==> config.mk <==
export PLATFORM = sky130hd
export DESIGN_NAME = ocwc_div
export DESIGN_NICKNAME = d
export VERILOG_FILES = /design/src/sv/ocwc_pkg.sv /design/src/sv/ocwc_div.sv
export SDC_FILE = /design/constraint.sdc
export NUM_CORES = 2
export LEC_CHECK = 0
export BUFFER_PORTS_ARGS = -buffer_cell sky130_fd_sc_hd__clkbuf_2
export CORE_MARGIN = 10
export CORE_UTILIZATION = 58
export CTS_CLUSTER_DIAMETER = 40
export CTS_CLUSTER_SIZE = 30
export DETAILED_ROUTE_END_ITERATION = 6
export GPL_TIMING_DRIVEN = 0
export MAX_ROUTING_LAYER = met4
export PLACE_DENSITY = 0.77
export SYNTH_ARGS = -nofsm -noshare
export SYNTH_HDL_FRONTEND = slang
export SYNTH_SLANG_ARGS = --single-unit
==> constraint.sdc <==
create_clock -name clock -period 3.9 [get_ports clock]
set_input_delay 0.195 -clock clock [delete_from_list [all_inputs] [get_ports clock]]
set_output_delay 0.195 -clock clock [all_outputs]
set_load 0.01 [all_outputs]
==> src/sv/ocwc_pkg.sv <==
package ocwc_pkg;

   localparam int FRAC_BITS_DEF = 16;
   localparam int WHEELS        = 4;
   localparam int NUM_W         = 64;
   localparam int DIV_QB        = 32;
   // magnitude stage, prep stage, one stage per quotient bit, output stage
   localparam int DIV_LAT       = DIV_QB + 3;
   localparam int DEN_W         = 31;
   localparam int TSH_DEN_W     = DEN_W + 2;
   localparam int CSR_IDX_W     = 3;
   // quotient widths: saturated to 32 bits, or wide enough to keep a full 32-bit magnitude
   localparam int QUOT_W        = 32;
   localparam int FQ_W          = DIV_QB + 2;

   localparam logic [CSR_IDX_W-1:0] REG_WHEEL_RADIUS     = 3'd0;
   localparam logic [CSR_IDX_W-1:0] REG_CENTER_DISTANCE  = 3'd1;
   localparam logic [CSR_IDX_W-1:0] REG_SPEED_ERROR_GAIN = 3'd2;
   localparam logic [CSR_IDX_W-1:0] REG_FRICTION_THRESH  = 3'd3;
   localparam logic [CSR_IDX_W-1:0] REG_FRICTION_A       = 3'd4;
   localparam logic [CSR_IDX_W-1:0] REG_FRICTION_B       = 3'd5;
   localparam logic [CSR_IDX_W-1:0] REG_FRICTION_C       = 3'd6;
   localparam logic [CSR_IDX_W-1:0] REG_FRICTION_D       = 3'd7;

   localparam logic [DEN_W-1:0] RADIUS_RST = 31'd5046;
   localparam logic [DEN_W-1:0] DIST_RST   = 31'd13107;
   localparam logic [DEN_W-1:0] GAIN_RST   = 31'd0;
   localparam logic [DEN_W-1:0] THRESH_RST = 31'd6554;

   // cos(pi/4) and sqrt(1/8) at 32 fraction bits
   localparam logic [63:0] COS45_Q32 = 64'd3037000500;
   localparam logic [63:0] RT8_Q32   = 64'd1518500250;

   function automatic logic signed [31:0] sat32(input logic signed [64:0] v);
      logic signed [31:0] r;
      if (v > 65'sd2147483647) begin
         r = 32'sh7fffffff;
      end else if (v < -65'sd2147483648) begin
         r = 32'sh80000000;
      end else begin
         r = v[31:0];
      end
      return r;
   endfunction

endpackage

==> src/sv/ocwc_div.sv <==
module ocwc_div import ocwc_pkg::*; #(
   parameter int DW = DEN_W,
   parameter int QW = QUOT_W
) (
   input  logic                    clock,
   input  logic                    en,
   input  logic signed [NUM_W-1:0] num,
   input  logic [DW-1:0]           den,
   output logic signed [QW-1:0]    quot
);

   localparam int RW = DW + 1;
   localparam logic signed [QW-1:0] QMAX = {1'b0, {(QW-1){1'b1}}};
   localparam logic signed [QW-1:0] QMIN = {1'b1, {(QW-1){1'b0}}};

   logic [NUM_W-1:0] mag_ff, mag_in;
   logic             neg_ff, neg_in, nz_ff, nz_in;

   logic [RW-1:0]     r_ff   [DIV_QB+1];
   logic [RW-1:0]     r_in   [DIV_QB+1];
   logic [DIV_QB-1:0] q_ff   [DIV_QB+1];
   logic [DIV_QB-1:0] q_in   [DIV_QB+1];
   logic [DIV_QB-1:0] lo_ff  [DIV_QB+1];
   logic [DIV_QB-1:0] lo_in  [DIV_QB+1];
   logic              sn_ff  [DIV_QB+1];
   logic              sn_in  [DIV_QB+1];
   logic              nzs_ff [DIV_QB+1];
   logic              nzs_in [DIV_QB+1];
   logic              ovf_ff [DIV_QB+1];
   logic              ovf_in [DIV_QB+1];

   logic signed [QW-1:0]     quot_ff, quot_in;
   logic signed [DIV_QB+1:0] sq;
   logic [NUM_W-DIV_QB-1:0]  hi;

   // take the magnitude and sign
   always_comb begin
      neg_in = num[NUM_W-1];
      nz_in  = (num != '0);
      mag_in = num[NUM_W-1] ? NUM_W'(-num) : NUM_W'(num);
   end

   // quotient beyond 32 bits saturates; otherwise the upper half seeds the remainder
   always_comb begin
      hi        = mag_ff[NUM_W-1:DIV_QB];
      ovf_in[0] = (NUM_W'(hi) >= NUM_W'(den));
      r_in[0]   = RW'(hi);
      q_in[0]   = '0;
      lo_in[0]  = mag_ff[DIV_QB-1:0];
      sn_in[0]  = neg_ff;
      nzs_in[0] = nz_ff;
   end

   for (genvar s = 1; s <= DIV_QB; s++) begin : g_step
      logic [RW-1:0] t;
      logic          ge;
      always_comb begin
         t         = {r_ff[s-1][RW-2:0], lo_ff[s-1][DIV_QB-1]};
         ge        = (t >= {1'b0, den});
         r_in[s]   = ge ? (t - {1'b0, den}) : t;
         q_in[s]   = {q_ff[s-1][DIV_QB-2:0], ge};
         lo_in[s]  = {lo_ff[s-1][DIV_QB-2:0], 1'b0};
         sn_in[s]  = sn_ff[s-1];
         nzs_in[s] = nzs_ff[s-1];
         ovf_in[s] = ovf_ff[s-1];
      end
   end

   // apply sign, saturate to the output width
   always_comb begin
      sq = sn_ff[DIV_QB] ? -$signed({2'b00, q_ff[DIV_QB]}) : $signed({2'b00, q_ff[DIV_QB]});
      if (!nzs_ff[DIV_QB]) begin
         quot_in = '0;
      end else if (ovf_ff[DIV_QB]) begin
         quot_in = sn_ff[DIV_QB] ? QMIN : QMAX;
      end else if (sq > QMAX) begin
         quot_in = QMAX;
      end else if (sq < QMIN) begin
         quot_in = QMIN;
      end else begin
         quot_in = QW'(sq);
      end
   end

   always_ff @(posedge clock) begin
      if (en) begin
         mag_ff  <= mag_in;
         neg_ff  <= neg_in;
         nz_ff   <= nz_in;
         quot_ff <= quot_in;
         for (int s = 0; s <= DIV_QB; s++) begin
            r_ff[s]   <= r_in[s];
            q_ff[s]   <= q_in[s];
            lo_ff[s]  <= lo_in[s];
            sn_ff[s]  <= sn_in[s];
            nzs_ff[s] <= nzs_in[s];
            ovf_ff[s] <= ovf_in[s];
         end
      end
   end

   assign quot = quot_ff;

endmodule

# After elaboration in Yosys (flattened, before gate mapping)
# Memories as Yosys holds them, arrays and structs flattened.
# Index checks and enable logic that the tools add are counted.
dict set report classes {
  add_sub_neg 34
  n_lt_le_gt_ge 35
  muxes 40
  reduce_logical 1
}
# cell n
set op_table {}
lappend op_table {{32-bit 2-to-1 mux} 36}
lappend op_table {{32-bit by 31-bit >= comparator with 1-bit output} 33}
lappend op_table {{32-bit by 31-bit subtractor with 32-bit output} 32}
lappend op_table {{64-bit negation} 1}
lappend op_table {{64-bit nonzero test} 1}
lappend op_table {{63-bit 2-to-1 mux} 1}
lappend op_table {{34-bit by 32-bit > comparator with 1-bit output, second input constant} 1}
lappend op_table {{34-bit by 32-bit less-than comparator with 1-bit output, second input constant} 1}
lappend op_table {{34-bit 2-to-1 mux} 1}
lappend op_table {{32-bit negation with 34-bit output} 1}
lappend op_table {{1-bit 2-to-1 mux} 2}
dict set report word_totals {
  regBits 98
  mem_bits_rw 3267
  inputBits 97
  output_inout_bits 32
  wordCells 121
  memories 6
}
# name depth word_bits read_ports rd_ports_with_merged_regs write_ports line_no
set memory_table {}
lappend memory_table {lo_ff 33 32 32 0 33 ocwc_div.sv:23} ;# logic [DIV_QB-1:0] lo_ff [DIV_QB+1];
lappend memory_table {q_ff 33 32 33 0 33 ocwc_div.sv:21} ;# logic [DIV_QB-1:0] q_ff [DIV_QB+1];
lappend memory_table {r_ff 33 32 32 0 33 ocwc_div.sv:19} ;# logic [RW-1:0] r_ff [DIV_QB+1];
lappend memory_table {nzs_ff 33 1 33 0 33 ocwc_div.sv:27} ;# logic nzs_ff [DIV_QB+1];
lappend memory_table {ovf_ff 33 1 33 0 33 ocwc_div.sv:29} ;# logic ovf_ff [DIV_QB+1];
lappend memory_table {sn_ff 33 1 33 0 33 ocwc_div.sv:25} ;# logic sn_ff [DIV_QB+1];

# Longest topological paths before layout
# An unclocked memory read counts as a cell.
dict set report depth {
  depth_word 7
  ltp_mapped 15
  depth_no_buf 13
}

# Worst setup path after synthesis
# Ideal clock, no wire load.
dict set report synth_timing {
  path_kind {in2reg}
  startpoint {input port den[2]}
  endpoint {memory r_ff[0][732] (netlist name) (data pin)}
  setup_time_ps 269
  arrival_time_ps 3798
  path_slack_ps -167
  path_stages 13
  path_buffers 2
  path_cell_list {inv_1 > ha_1 > nor2b_1 > o21ai_0 > a21boi_0 > o31ai_1 > a21oi_1 > a2111oi_2 > a21oi_1 > a2111oi_0 > clkbuf_1 > clkbuf_1 > o21ai_0}
}
# element line_no
set synth_lines {}
lappend synth_lines {{start: declaration} ocwc_div.sv:8} ;# input logic [DW-1:0] den,
lappend synth_lines {{end: declaration} ocwc_div.sv:19}

# Worst setup path after layout
dict set report layout_timing {
  startpoint {input port num[1]}
  endpoint {register mag_ff[59] (data pin)}
}
dict set report layout_via {
  elab_chain_len 2
}
# element line_no
set layout_lines {}
lappend layout_lines {{start: declaration} ocwc_div.sv:7} ;# input logic signed [NUM_W-1:0] num,
lappend layout_lines {{64-bit negation} ocwc_div.sv:40} ;# mag_in = num[NUM_W-1] ? NUM_W'(-num) : NUM_W'(num);
lappend layout_lines {{63-bit 2-to-1 mux} ocwc_div.sv:40}
lappend layout_lines {{net mag_in[59]} ocwc_div.sv:16} ;# logic [NUM_W-1:0] mag_ff, mag_in;
lappend layout_lines {{end signal: assignment} ocwc_div.sv:87} ;# mag_ff <= mag_in;
lappend layout_lines {{end: declaration} ocwc_div.sv:16}
# The timed path passes the listed nets, and every way through them passes these cells.
# A chain may end at the register's enable or synchronous reset.

==> out/metrics.cfg <==
[status]
status=complete, but fails checks
violations=design-rule violations

[worst_setup_path]
crit_path_start_kind=primary input
crit_type=in2reg
crit_required_ns=4.57
end_kind=flop
arrival_ns=4.48
reg2reg_depth=14
cp_cell_sequence=dlygate4sd3_1 > clkbuf_2 > or3_1 > nand2b_1 > or4_1 > or3_1 > or2_1 > or3_4 > nand2b_4 > nand2b_4 > o41ai_4 > xnor2_1 > dlygate4sd3_1
crit_slowest_cell=or4_1
crit_fanout=5
slowest_delay_ns=0.57

[pwr]
peakVddDrop_mv=0.505
total_leakage_power_uw=0.0572
switching_share_pct=39.2
power.switching_uw=52800
power_uw=134000
clockPowerShare_pct=21.8
p_comb_share_pct=47.3
p_seq_share_pct=30.9
pwr_density_cell_mw_per_mm2=909
internal-power_uw=81700

[clocking]
clock_latency_ns=0.95
htreeDepth=5
cts_root_buf=clkbuf_16
cts_tree=yes
cts_sinks=2245
cts_buffers=335
clockBufferDepth=4
clk_pin_slew_worst_paths_ns=0.06

[yosys]
synth_top_family_by_area=compound AO/OA/AOI/OAI gates
yosysSeqAreaShare_pct=52.5
synth_top_cell_by_area=edfxtp_1
synthAdderAreaFrac_pct=10.5
synth_area_mm2=0.128
synth_flop_cell=edfxtp_1
synth_edf_count=2245
synthXorXnorAreaFrac_pct=5.81
synthCells=11135
synth_compound_area_share_pct=15.7
ys_ff_latch=2245
yosysWarnings=0
ys_top_cells_by_area=edfxtp_1 53%, ha_1 10%, o21ai_0 3.5%
yosys.area.top_type_share_pct=52.5
synthSimpleGateAreaFrac_pct=10.5
synth.mux.area_fraction_pct=3.43
syn_avg_cell_area_um2=11.5
syn_nets=12288
async_flop_share_pct=0
synth_cell_types=87

[sta]
hold_slack_ns=0.113
clock_skew_ns=0.0444
slew_headroom_pct=19.4
post-route-period-util_pct=97.9
slew_viol_final=0
tightestPinTransition_ns=1.19
hold_viol_final=0
fmax_mhz=262
min_period_ns=3.82
setup_violations=0
rsz0062_at_grt=yes

[placement]
placed_cells=14277
dp_hpwl_um=236000
gp_congestion=0.943
port_buffers=127

[cells_and_area]
final_common_cell=edfxtp_1
instances_no_fill=15026
fin_util_pct=67.3
layout_common_cells=2245 x edfxtp_1, 1019 x ha_1, 962 x nand2_1
drive_gt1_share_pct=12.6
area_delta_synth_final_pct=15.2
finalNetCount=12954

[die]
die_w_um=490
initial_utilization_pct=58.4
rows=172
die_area_mm2=0.241
die_y_um=490
ioPinCount=129
core_area_mm2=0.220

[global_routing]
grtUsageTotal_pct=27.8
grt_pass1_vias=90563
antenna_found_initial=2
gr-total-overflow=0
grt_pass1_wl_um=515000
grt_max_degree=131

[route]
drc=1
wl_per_cell_um=22.5
drt_iter0_markers=8668
vias=93453
viasPerCell=6.22
first_pass_iters=7
drt-total-wl_um=338000
drtAntennaViolNets=0

[hold_path]
holdCritPathClass=in2reg
whs_path_depth=4

[run]
max_cap_viol_count=0

routing by layer:
| layer | up-vias | GRT usage, % | routed length (um) |
|---|---|---|---|
| li1 | 43980 | - | - |
| met1 | 44878 | 36.1 | 142000 |
| met2 | 3668 | 43.1 | 154000 |
| met3 | 927 | 3.55 | 22800 |
| met4 | 0 | 14.1 | 19700 |
| met5 | - | - | 0 |
synthesized netlist by cell type, types with 46 or more instances:
| cell type | instances |
|---|---|
| nor2b_1 | 145 |
| edfxtp_1 | 2245 |
| o211ai_1 | 54 |
| nand4_1 | 126 |
| nor4_1 | 46 |
| and3_1 | 85 |
| nor2_1 | 662 |
| o31ai_1 | 112 |
| inv_1 | 315 |
| a31oi_1 | 98 |
| xor2_1 | 346 |
| o21bai_1 | 89 |
| nor3_1 | 172 |
| xnor2_1 | 506 |
| o21ai_0 | 892 |
| ha_1 | 1025 |
| a211oi_1 | 99 |
| nand3_1 | 176 |
| nand2_1 | 964 |
| mux2_2 | 359 |
| a21oi_1 | 890 |
| nand2b_1 | 135 |
| a21o_1 | 361 |
| o21a_1 | 190 |
| or2_2 | 51 |
| clkbuf_1 | 215 |
| or3_1 | 74 |
worst max-delay path, delay by kind of cell:
| kind | cells | cell delay (ns) |
|---|---|---|
| buffers and inverters | 3 | 1.27 |
| and+or+nand+nor | 8 | 2.67 |
| AOI/OAI and AO/OA | 1 | 0.23 |
| xor gates and xnor gates | 1 | 0.11 |
what timing repair did:
| item | CTS | global route |
|---|---|---|
| buffers inserted | 24 | 19 |
| pin swaps | 15 | 23 |
| endpoints found under the hold margin | 142 | 0 |
| setup endpoints to repair | 843 | 820 |
| gates resized for setup | 194 | 236 |
| gates cloned | 0 | 1 |
| hold buffers | 109 | 0 |
through the flow:
stage	setup TNS (ns)	worst slack [ns]	cell area [um^2]
after detailed placement	-1172.13	-2.57	134000
final	0	0.0811	148000
after floorplan	0	0.00253	128000
after CTS	0	0.00146	147000
after global placement	-	-35.31	133000
after global routing	-0.112	-0.0486	148000
path summary, 6_finish.rpt:
path / start / end / slack, ns
max: num[1] / mag_ff[59] / 0.08
max reg2reg: lo_ff[0][95] / r_ff[0][108] / 0.10
min: den[30] / r_ff[0][62] / 0.11
min reg2reg: q_ff[0][590] / q_ff[0][623] / 0.39
power by group through the flow:
stage | Combinational (uW) | Sequential, uW | Clock (uW)
finish | 63700 | 41500 | 29300
CTS | 61600 | 41300 | 29900
global route | 69900 | 42000 | 31000
global placement | 58400 | 43300 | 0
floorplan | 45600 | 39500 | 0
detailed placement | 60000 | 41600 | 0
final cells by class:
cell class,instances,area [um^2]
fill,16149,72000
sequential,2245,67400
multi-input combinational,8331,59600
clock buffer,363,8570
tap,2958,3700
timing repair buffer,337,3590
clock inverter,234,2580
inverter,315,1270
buffer,236,1200
antenna,7,17.5
cell families (layout without fill, tap and decap cells):
group,count (synthesis),in the layout
AO/OA/AOI/OAI,3208,3208
AND/OR/NAND/NOR,2820,2820
other,0,7
buffers and inverters,559,1485
multiplexers,395,395
XOR/XNOR,852,852
flip-flops,2245,2245
adder cells (fa/ha/maj),1056,1056
state kept, by name (all words and copies together), names as in the netlist:
name,flops
nzs_ff,33
ovf_ff,33
quot,32
nz_ff,1
lo_ff,528
mag_ff,64
q_ff,528
r_ff,992
neg_ff,1
sn_ff,33
No activity file was read; power rests on OpenSTA's default activity.
